[config.mk]
export PLATFORM = sky130hd
export DESIGN_NAME = small_int_mul_div_unit
export DESIGN_NICKNAME = d
export VERILOG_FILES = /design/src/sv/smdu_pkg.sv /design/src/sv/smdu_cell.sv /design/src/sv/small_int_mul_div_unit.sv
export VERILOG_INCLUDE_DIRS = /design/src /design/src/sv
export SDC_FILE = /design/constraint.sdc
export NUM_CORES = 2
export LEC_CHECK = 0
export BUFFER_PORTS_ARGS = -buffer_cell sky130_fd_sc_hd__buf_2
export CAP_MARGIN = 20
export CORE_UTILIZATION = 47
export DETAILED_ROUTE_END_ITERATION = 12
export GPL_TIMING_DRIVEN = 1
export PLACE_DENSITY = 0.68
export SLEW_MARGIN = 5
export SYNTH_ARGS = -nofsm -noshare
export SYNTH_HDL_FRONTEND = slang
export SYNTH_HIERARCHICAL = 1
export SYNTH_SLANG_ARGS = --single-unit
[constraint.sdc]
create_clock -name clock -period 18.85 [get_ports clock]
set_input_delay 3.77 -clock clock [delete_from_list [all_inputs] [get_ports clock]]
set_output_delay 3.77 -clock clock [all_outputs]
set_load 0.01 [all_outputs]
[src/sv/assert_macros.svh]
// Assertion helpers shared by the RTL
`ifndef ASSERT_MACROS_SVH
`define ASSERT_MACROS_SVH

// clocked implication, disabled in reset
`define ASSERT_IMPL(label, clk, rst, pre, post) \
   label: assert property (@(posedge clk) disable iff (rst) (pre) |-> (post)) \
      else $error("assertion failed");

// clocked next-cycle implication, disabled in reset
`define ASSERT_NEXT(label, clk, rst, pre, post) \
   label: assert property (@(posedge clk) disable iff (rst) (pre) |=> (post)) \
      else $error("assertion failed");

`endif

[src/sv/smdu_pkg.sv]
package smdu_pkg;
   localparam int unsigned Width = 16;
   localparam int unsigned Stages = Width + 1;

   typedef enum logic [3:0] {
      MODE_MULU8X8   = 4'd0,
      MODE_MULS8X8   = 4'd1,
      MODE_MULU16X8  = 4'd2,
      MODE_MULU16X16 = 4'd3,
      MODE_DIVU16_8  = 4'd4,
      MODE_DIVU16_16 = 4'd5,
      MODE_DIVS16_8  = 4'd6,
      MODE_DIVS16_16 = 4'd7,
      MODE_MODU8_8   = 4'd8
   } mode_type;

   // one in-flight operation as it moves along the cell row
   typedef struct packed {
      logic              valid;
      logic              is_div;
      logic              is_zero;   // output forced to zero (unused mode)
      logic              dz;        // divisor zero
      logic              neg;       // negate quotient at the end
      logic [1:0]        rem_kind;  // 0: 16-bit rem, 1: 8-bit rem, 2: mod
      logic [Width-1:0]  acc;       // product accumulator / partial remainder
      logic [Width-1:0]  a;         // multiplicand / dividend (shifted out msb first)
      logic [Width-1:0]  b;         // multiplier / divisor
      logic [Width-1:0]  q;         // quotient bits
      logic [Width-1:0]  dz_rem;    // remainder to report on zero divisor
   } slot_type;

   localparam logic [1:0] REM_16  = 2'd0;
   localparam logic [1:0] REM_8   = 2'd1;
   localparam logic [1:0] REM_MOD = 2'd2;
endpackage

[src/sv/smdu_cell.sv]
// One bit step: add-shift for multiply, restoring compare-subtract for divide.
module smdu_cell (
   input  logic               clock,
   input  logic               reset,
   input  logic               advance,
   input  logic [3:0]         bit_index,
   input  smdu_pkg::slot_type slot_in,
   output smdu_pkg::slot_type slot_out
);
   import smdu_pkg::*;

   slot_type slot_ff, slot_in_w;
   logic [Width:0] trial;
   logic [Width-1:0] partial;

   // divide steps walk the dividend msb first: bit (15 - bit_index)
   always_comb begin
      slot_in_w = slot_in;
      partial = '0;
      trial = '0;
      if (slot_in.is_div) begin
         partial = {slot_in.acc[Width-2:0], slot_in.a[~bit_index]};
         trial = {slot_in.acc[Width-1], partial} - {1'b0, slot_in.b};
         if (!trial[Width]) begin
            slot_in_w.acc = trial[Width-1:0];
            slot_in_w.q[~bit_index] = 1'b1;
         end else begin
            slot_in_w.acc = partial;
         end
      end else if (slot_in.b[bit_index]) begin
         slot_in_w.acc = slot_in.acc + (slot_in.a << bit_index);
      end
   end

   always_ff @(posedge clock) begin
      if (reset) begin
         slot_ff.valid <= 1'b0;
      end else if (advance) begin
         slot_ff <= slot_in_w;
      end
   end

   assign slot_out = slot_ff;
endmodule

[src/sv/small_int_mul_div_unit.sv]
// Integer multiply / divide unit.
// req_ channel: mode, operand_a, operand_b; rsp_ channel: product_or_quotient,
// remainder, divide_by_zero. Both use valid/ready; a transaction moves when
// valid and ready are high at a rising edge.
// Operations are decoded in an input stage, then pass a row of 16 bit cells
// (one shift-add or restoring subtract step each), then a finishing stage that
// applies the quotient sign and selects the outputs into the output register.
// A new transaction can be accepted every cycle unless a waiting result stalls
// the output; the whole row advances as one pipeline.
// When the receiver stalls with a result waiting, the whole row holds and
// req_ready stays low until rsp_ready returns; bubbles in the row are not
// collapsed, so the row stalls as a unit.
// Reset (synchronous, active high) empties the row and the output register.
// Unused modes return all zero fields with no flag.
module small_int_mul_div_unit (
   input  logic        clock,
   input  logic        reset,
   input  logic        req_valid,
   output logic        req_ready,
   input  logic [3:0]  req_mode,
   input  logic [15:0] req_operand_a,
   input  logic [15:0] req_operand_b,
   output logic        rsp_valid,
   input  logic        rsp_ready,
   output logic [15:0] rsp_product_or_quotient,
   output logic [15:0] rsp_remainder,
   output logic        rsp_divide_by_zero
);
   import smdu_pkg::*;
   `include "assert_macros.svh"

   slot_type row [Stages];
   slot_type entry_ff, entry_in;
   logic advance;
   logic [15:0] qn, q_final, r_final;
   logic [15:0] rsp_q_ff, rsp_q_in, rsp_r_ff, rsp_r_in;
   logic rsp_valid_ff, rsp_dz_ff, rsp_dz_in;
   slot_type tail;
   logic [15:0] ma, mb;
   logic [7:0] a8, b8;

   // whole pipeline moves when the output register can take the tail
   assign advance = !rsp_valid_ff || rsp_ready;
   assign req_ready = advance;

   always_comb begin
      a8 = req_operand_a[7:0];
      b8 = req_operand_b[7:0];
      ma = req_operand_a[15] ? 16'(-req_operand_a) : req_operand_a;
      mb = '0;
      entry_in = '0;
      entry_in.valid = req_valid;
      case (req_mode)
         MODE_MULU8X8: begin
            entry_in.a = {8'h00, a8};
            entry_in.b = {8'h00, b8};
         end
         MODE_MULS8X8: begin
            entry_in.a = {{8{a8[7]}}, a8};
            entry_in.b = {{8{b8[7]}}, b8};
         end
         MODE_MULU16X8: begin
            entry_in.a = req_operand_a;
            entry_in.b = {8'h00, b8};
         end
         MODE_MULU16X16: begin
            entry_in.a = req_operand_a;
            entry_in.b = req_operand_b;
         end
         MODE_DIVU16_8, MODE_DIVS16_8: begin
            entry_in.is_div = 1'b1;
            entry_in.rem_kind = REM_8;
            if (req_mode == MODE_DIVS16_8) begin
               mb = {8'h00, b8[7] ? 8'(-b8) : b8};
               entry_in.a = ma;
               entry_in.neg = req_operand_a[15] ^ b8[7];
            end else begin
               mb = {8'h00, b8};
               entry_in.a = req_operand_a;
            end
            entry_in.b = mb;
            entry_in.dz = (b8 == 8'h00);
            entry_in.dz_rem = {8'h00, entry_in.a[7:0]};
         end
         MODE_DIVU16_16, MODE_DIVS16_16: begin
            entry_in.is_div = 1'b1;
            entry_in.rem_kind = REM_16;
            if (req_mode == MODE_DIVS16_16) begin
               mb = req_operand_b[15] ? 16'(-req_operand_b) : req_operand_b;
               entry_in.a = ma;
               entry_in.neg = req_operand_a[15] ^ req_operand_b[15];
            end else begin
               mb = req_operand_b;
               entry_in.a = req_operand_a;
            end
            entry_in.b = mb;
            entry_in.dz = (req_operand_b == 16'h0000);
            entry_in.dz_rem = entry_in.a;
         end
         MODE_MODU8_8: begin
            entry_in.is_div = 1'b1;
            entry_in.rem_kind = REM_MOD;
            entry_in.a = {8'h00, a8};
            entry_in.b = {8'h00, b8};
            entry_in.dz = (b8 == 8'h00);
            entry_in.dz_rem = {8'h00, a8};
         end
         default: entry_in.is_zero = 1'b1;
      endcase
   end

   always_ff @(posedge clock) begin
      if (reset) begin
         entry_ff.valid <= 1'b0;
      end else if (advance) begin
         entry_ff <= entry_in;
      end
   end

   assign row[0] = entry_ff;

   for (genvar i = 0; i < Width; i++) begin : g_cell
      smdu_cell u_cell (
         .clock     (clock),
         .reset     (reset),
         .advance   (advance),
         .bit_index (4'(i)),
         .slot_in   (row[i]),
         .slot_out  (row[i+1])
      );
   end

   assign tail = row[Width];

   always_comb begin
      qn = tail.neg ? 16'(-tail.q) : tail.q;
      q_final = '0;
      r_final = '0;
      if (tail.is_zero) begin
         q_final = '0;
      end else if (!tail.is_div) begin
         q_final = tail.acc;
      end else if (tail.dz) begin
         q_final = (tail.rem_kind == REM_MOD) ? tail.dz_rem : 16'hFFFF;
         r_final = tail.dz_rem;
      end else begin
         r_final = tail.acc;
         q_final = (tail.rem_kind == REM_MOD) ? tail.acc : qn;
      end
      rsp_q_in = q_final;
      rsp_r_in = r_final;
      rsp_dz_in = tail.is_div && tail.dz;
   end

   always_ff @(posedge clock) begin
      if (reset) begin
         rsp_valid_ff <= 1'b0;
      end else if (advance) begin
         rsp_valid_ff <= tail.valid;
         rsp_q_ff <= rsp_q_in;
         rsp_r_ff <= rsp_r_in;
         rsp_dz_ff <= rsp_dz_in;
      end
   end

   assign rsp_valid = rsp_valid_ff;
   assign rsp_product_or_quotient = rsp_q_ff;
   assign rsp_remainder = rsp_r_ff;
   assign rsp_divide_by_zero = rsp_dz_ff;

   `ASSERT_NEXT(a_hold_on_stall, clock, reset, rsp_valid && !rsp_ready,
      rsp_valid && $stable(rsp_product_or_quotient))
   `ASSERT_IMPL(a_ready_when_empty, clock, reset, !rsp_valid, req_ready)
   `ASSERT_IMPL(a_dz_only_div, clock, reset, rsp_valid && rsp_divide_by_zero,
      rsp_product_or_quotient == 16'hFFFF || rsp_product_or_quotient[15:8] == 8'h00)
endmodule
==> results.md <==
Critical path:
- The type of origin of the critical path is a primary input.
- Data on the critical path is required at its endpoint by 15.08 ns.
- The standard cell with the maximum stage delay on the critical path is nor2b_1.
- The library cell appearing most often on the critical path is buf_2.
- The signal on the critical path passes through buf_2 -> nor2b_1 -> inv_1 -> buf_4 -> buf_2.
- The arrival time at the worst endpoint is around 5 ns.
- The worst setup path is captured at a primary output.
- The maximum fanout along the worst path is 33.
- The number of buffers and inverters on the critical path is 4.
- The largest delay contributor family on the critical path is buffers and inverters.
- The critical path start-end classification is in2out.
- The largest stage delay on the critical path is 0.39 ns.

Layout:
- The final layout contains 8,991 nets.
- The layout-stage area growth over the synthesis result is 9.32%.
- After filler insertion, the fill cell instance count of the layout stands at 17,000.
- The final instance area is approximately 100,000 sq um.
- The layout cell share with drive strength beyond 1 is about 8.5%.
- The library cells used most frequently in the layout, excluding fill and tap cells, are 1,431 x edfxtp_1, 664 x nor2_1, 618 x mux2i_1.
- The most common cell after layout, fill and taps aside is edfxtp_1.

Synthesis:
- Summing every instance area after synthesis gives 92,300 sq um.
- The mean area per synthesized cell is 11.2 sq um.
- The count of warnings emitted by yosys is 6.
- Synthesis handed over a netlist of roughly 8,000 instances.

Route:
- The total detailed-routing wirelength is 254,000 microns.
- The final routed wire length divided by cell count is 22.7 microns.
- Using the TritonRoute via totals, the vias-per-cell ratio works out to 5.96.
- The violation count after the first detailed-route iteration is 5,959.
- Across all layers, the routed design uses 66,600 vias.
- The count of nets left with antenna violations after detail routing is 0.
- The first detailed-routing pass ran for 8 iterations.
- In the routed design, unresolved DRC markers number 0.

STA:
- The worst path needs 8.73 ns of the cycle, external delays included.
- The achievable clock frequency is 0.115 GHz.
- The slew of the pin with the lowest slew margin is between 1 and 1.5 ns.
- The worst clock skew is around 0.060 ns.
- The number of endpoints with negative hold slack in the final report came to 0.
- The final setup violation count is 0.
- After layout, the worst path uses a little under half of the clock period.
- The worst slew margin relative to its limit is 27.8%.
- Setup repair after global routing left no endpoint under its margin.
- The post-route setup TNS is 0 ns.
- The number of pins exceeding their max-slew limit in the final report came to 0.

Placed design:
- The global placer's final weighted congestion is 0.967.
- In this run the cell area measured after placement is 95,700 sq um.
- The HPWL after detailed placement is 196,000 microns.
- The total of buffers placed on input and output ports is 74.

GRT:
- The initial antenna violation count is 11.
- Global routing finished with a remaining overflow of 0.
- The first global-routing pass estimated 381,000 microns of wire.
- The overall global routing resource usage is 25.0%.
- Entering global routing, the biggest net connects 87 pins.
- The via count of the first global-routing pass is 63,500.

CTS:
- In this run, post-CTS repair resized a total of 0 instances.
- The post-CTS setup buffer count is 0.
- At the later pin of the worst-skew pair, clock insertion delay measures 0.81 ns.
- The clock sink count is 1,449.
- The maximum root-to-sink buffer count is 3.
- The number of buffers inserted during clock tree synthesis is 152.
- Hold repair after CTS inserted 0 buffers.
- The tree is rooted in a clkbuf_16.
- Clock-pin slew was measured on the worst setup and hold paths at 0.06 ns.
- The deepest level of the CTS H-tree is 4.
- The clock tree from TritonCTS is yes.

Status:
- The run finished with clean final reports.

Floorplanning:
- The chip height is 445 microns.
- The region available for standard cell placement spans ~190,000 sq um.
- The initial utilization of the core area, before any placement, comes to 47.3%.
- The width of the die is ~450 microns.
- between 70 and 80 I/O pins were placed.
- The count of standard-cell rows is around 160.
- The die footprint is 198,000 sq um.

Pwr:
- For this design the static power due to leakage is 40.3 nW.
- The total power density per cell area is 117 nW/um^2.
- Across the VDD grid, the largest voltage drop is between 0.00009 and 0.0001 V.

Min path:
- The min-delay analysis places its worst path in the category reg2reg.

Flow run:
- Across the run, the number of max-cap violations was 0.
-- final timing paths --
| check | from | end | slack (ns) | cells past startpoint |
|---|---|---|---|---|
| max | rsp_ready | req_ready | 10.12 | 5 |
| min | g_cell[3].u_cell/slot_out[1]$_DFFE_PP_ | g_cell[4].u_cell/slot_out[1]$_DFFE_PP_ | 0.41 | 0 |
| max reg2reg | g_cell[1].u_cell/slot_out[61]$_DFFE_PP_ | g_cell[2].u_cell/slot_out[76]$_DFFE_PP_ | 13.93 | 13 |
| min reg2reg | g_cell[3].u_cell/slot_out[1]$_DFFE_PP_ | g_cell[4].u_cell/slot_out[1]$_DFFE_PP_ | 0.41 | 0 |
-- per-stage QoR --
step	total power [mW]	hold WS, ns	util, %	worst slack (ns)	cells
2_1_floorplan	7.72	0.400	-	9.89	8477
3_3_place_gp	8.63	0.400	49.1	10.04	10900
3_5_place_dp	8.72	0.405	49.1	10.07	10900
4_1_cts	11.7	0.403	51.7	10.07	11200
5_1_grt	12.4	0.411	51.7	10.03	11200
6_report	11.8	0.409	51.7	10.12	11200
-- where the power goes --
group | leakage (nW) | switching, mW | internal (mW)
Combinational | 23.7 | 2.50 | 1.82
Sequential | 14.1 | 0.460 | 4.02
Clock | 2.42 | 1.32 | 1.68
-- worst register-to-register path, stage by stage, from the launching register on --
cell	delay, ns
edfxtp_1	0.37
mux2i_1	0.14
mux4_2	0.51
mux2_2	0.35
ha_1	0.24
fa_1	0.42
and2b_1	0.25
o31a_4	0.16
o2111ai_2	0.16
and4b_4	0.24
o21ai_0	0.35
nand3_1	0.81
mux2i_1	0.52
a21oi_1	0.13
-- registers in the layout, indices dropped and copies added (netlist names) --
| name | count |
|---|---|
| rsp_product_or_quotient | 16 |
| entry_ff | 55 |
| rsp_divide_by_zero | 1 |
| g_cell.u_cell/slot_out | 1360 |
| rsp_remainder | 16 |
| rsp_valid | 1 |
-- area by class of cell --
| type | count | area [sq um] | area share (%) |
|---|---|---|---|
| multi-input combinational | 6254 | 46700 | 46.3 |
| sequential | 1449 | 43300 | 43.0 |
| clock buffer | 171 | 3900 | 3.86 |
| tap | 2624 | 3280 | 3.26 |
| inverter | 430 | 1610 | 1.60 |
| clock inverter | 107 | 1180 | 1.17 |
| timing repair buffer | 132 | 823 | 0.816 |
| antenna | 8 | 20.0 | 0.0198 |
-- layer usage --
| metal | share of wire, % | vias to the layer above | GRT usage [%] |
|---|---|---|---|
| li1 | - | 31600 | - |
| met1 | 42 | 32500 | 32.0 |
| met2 | 49 | 2045 | 42.8 |
| met3 | 5.1 | 486 | 3.01 |
| met4 | 4.4 | 0 | 10.4 |
| met5 | 0 | - | 0 |
(Power assumes the default switching activity.)
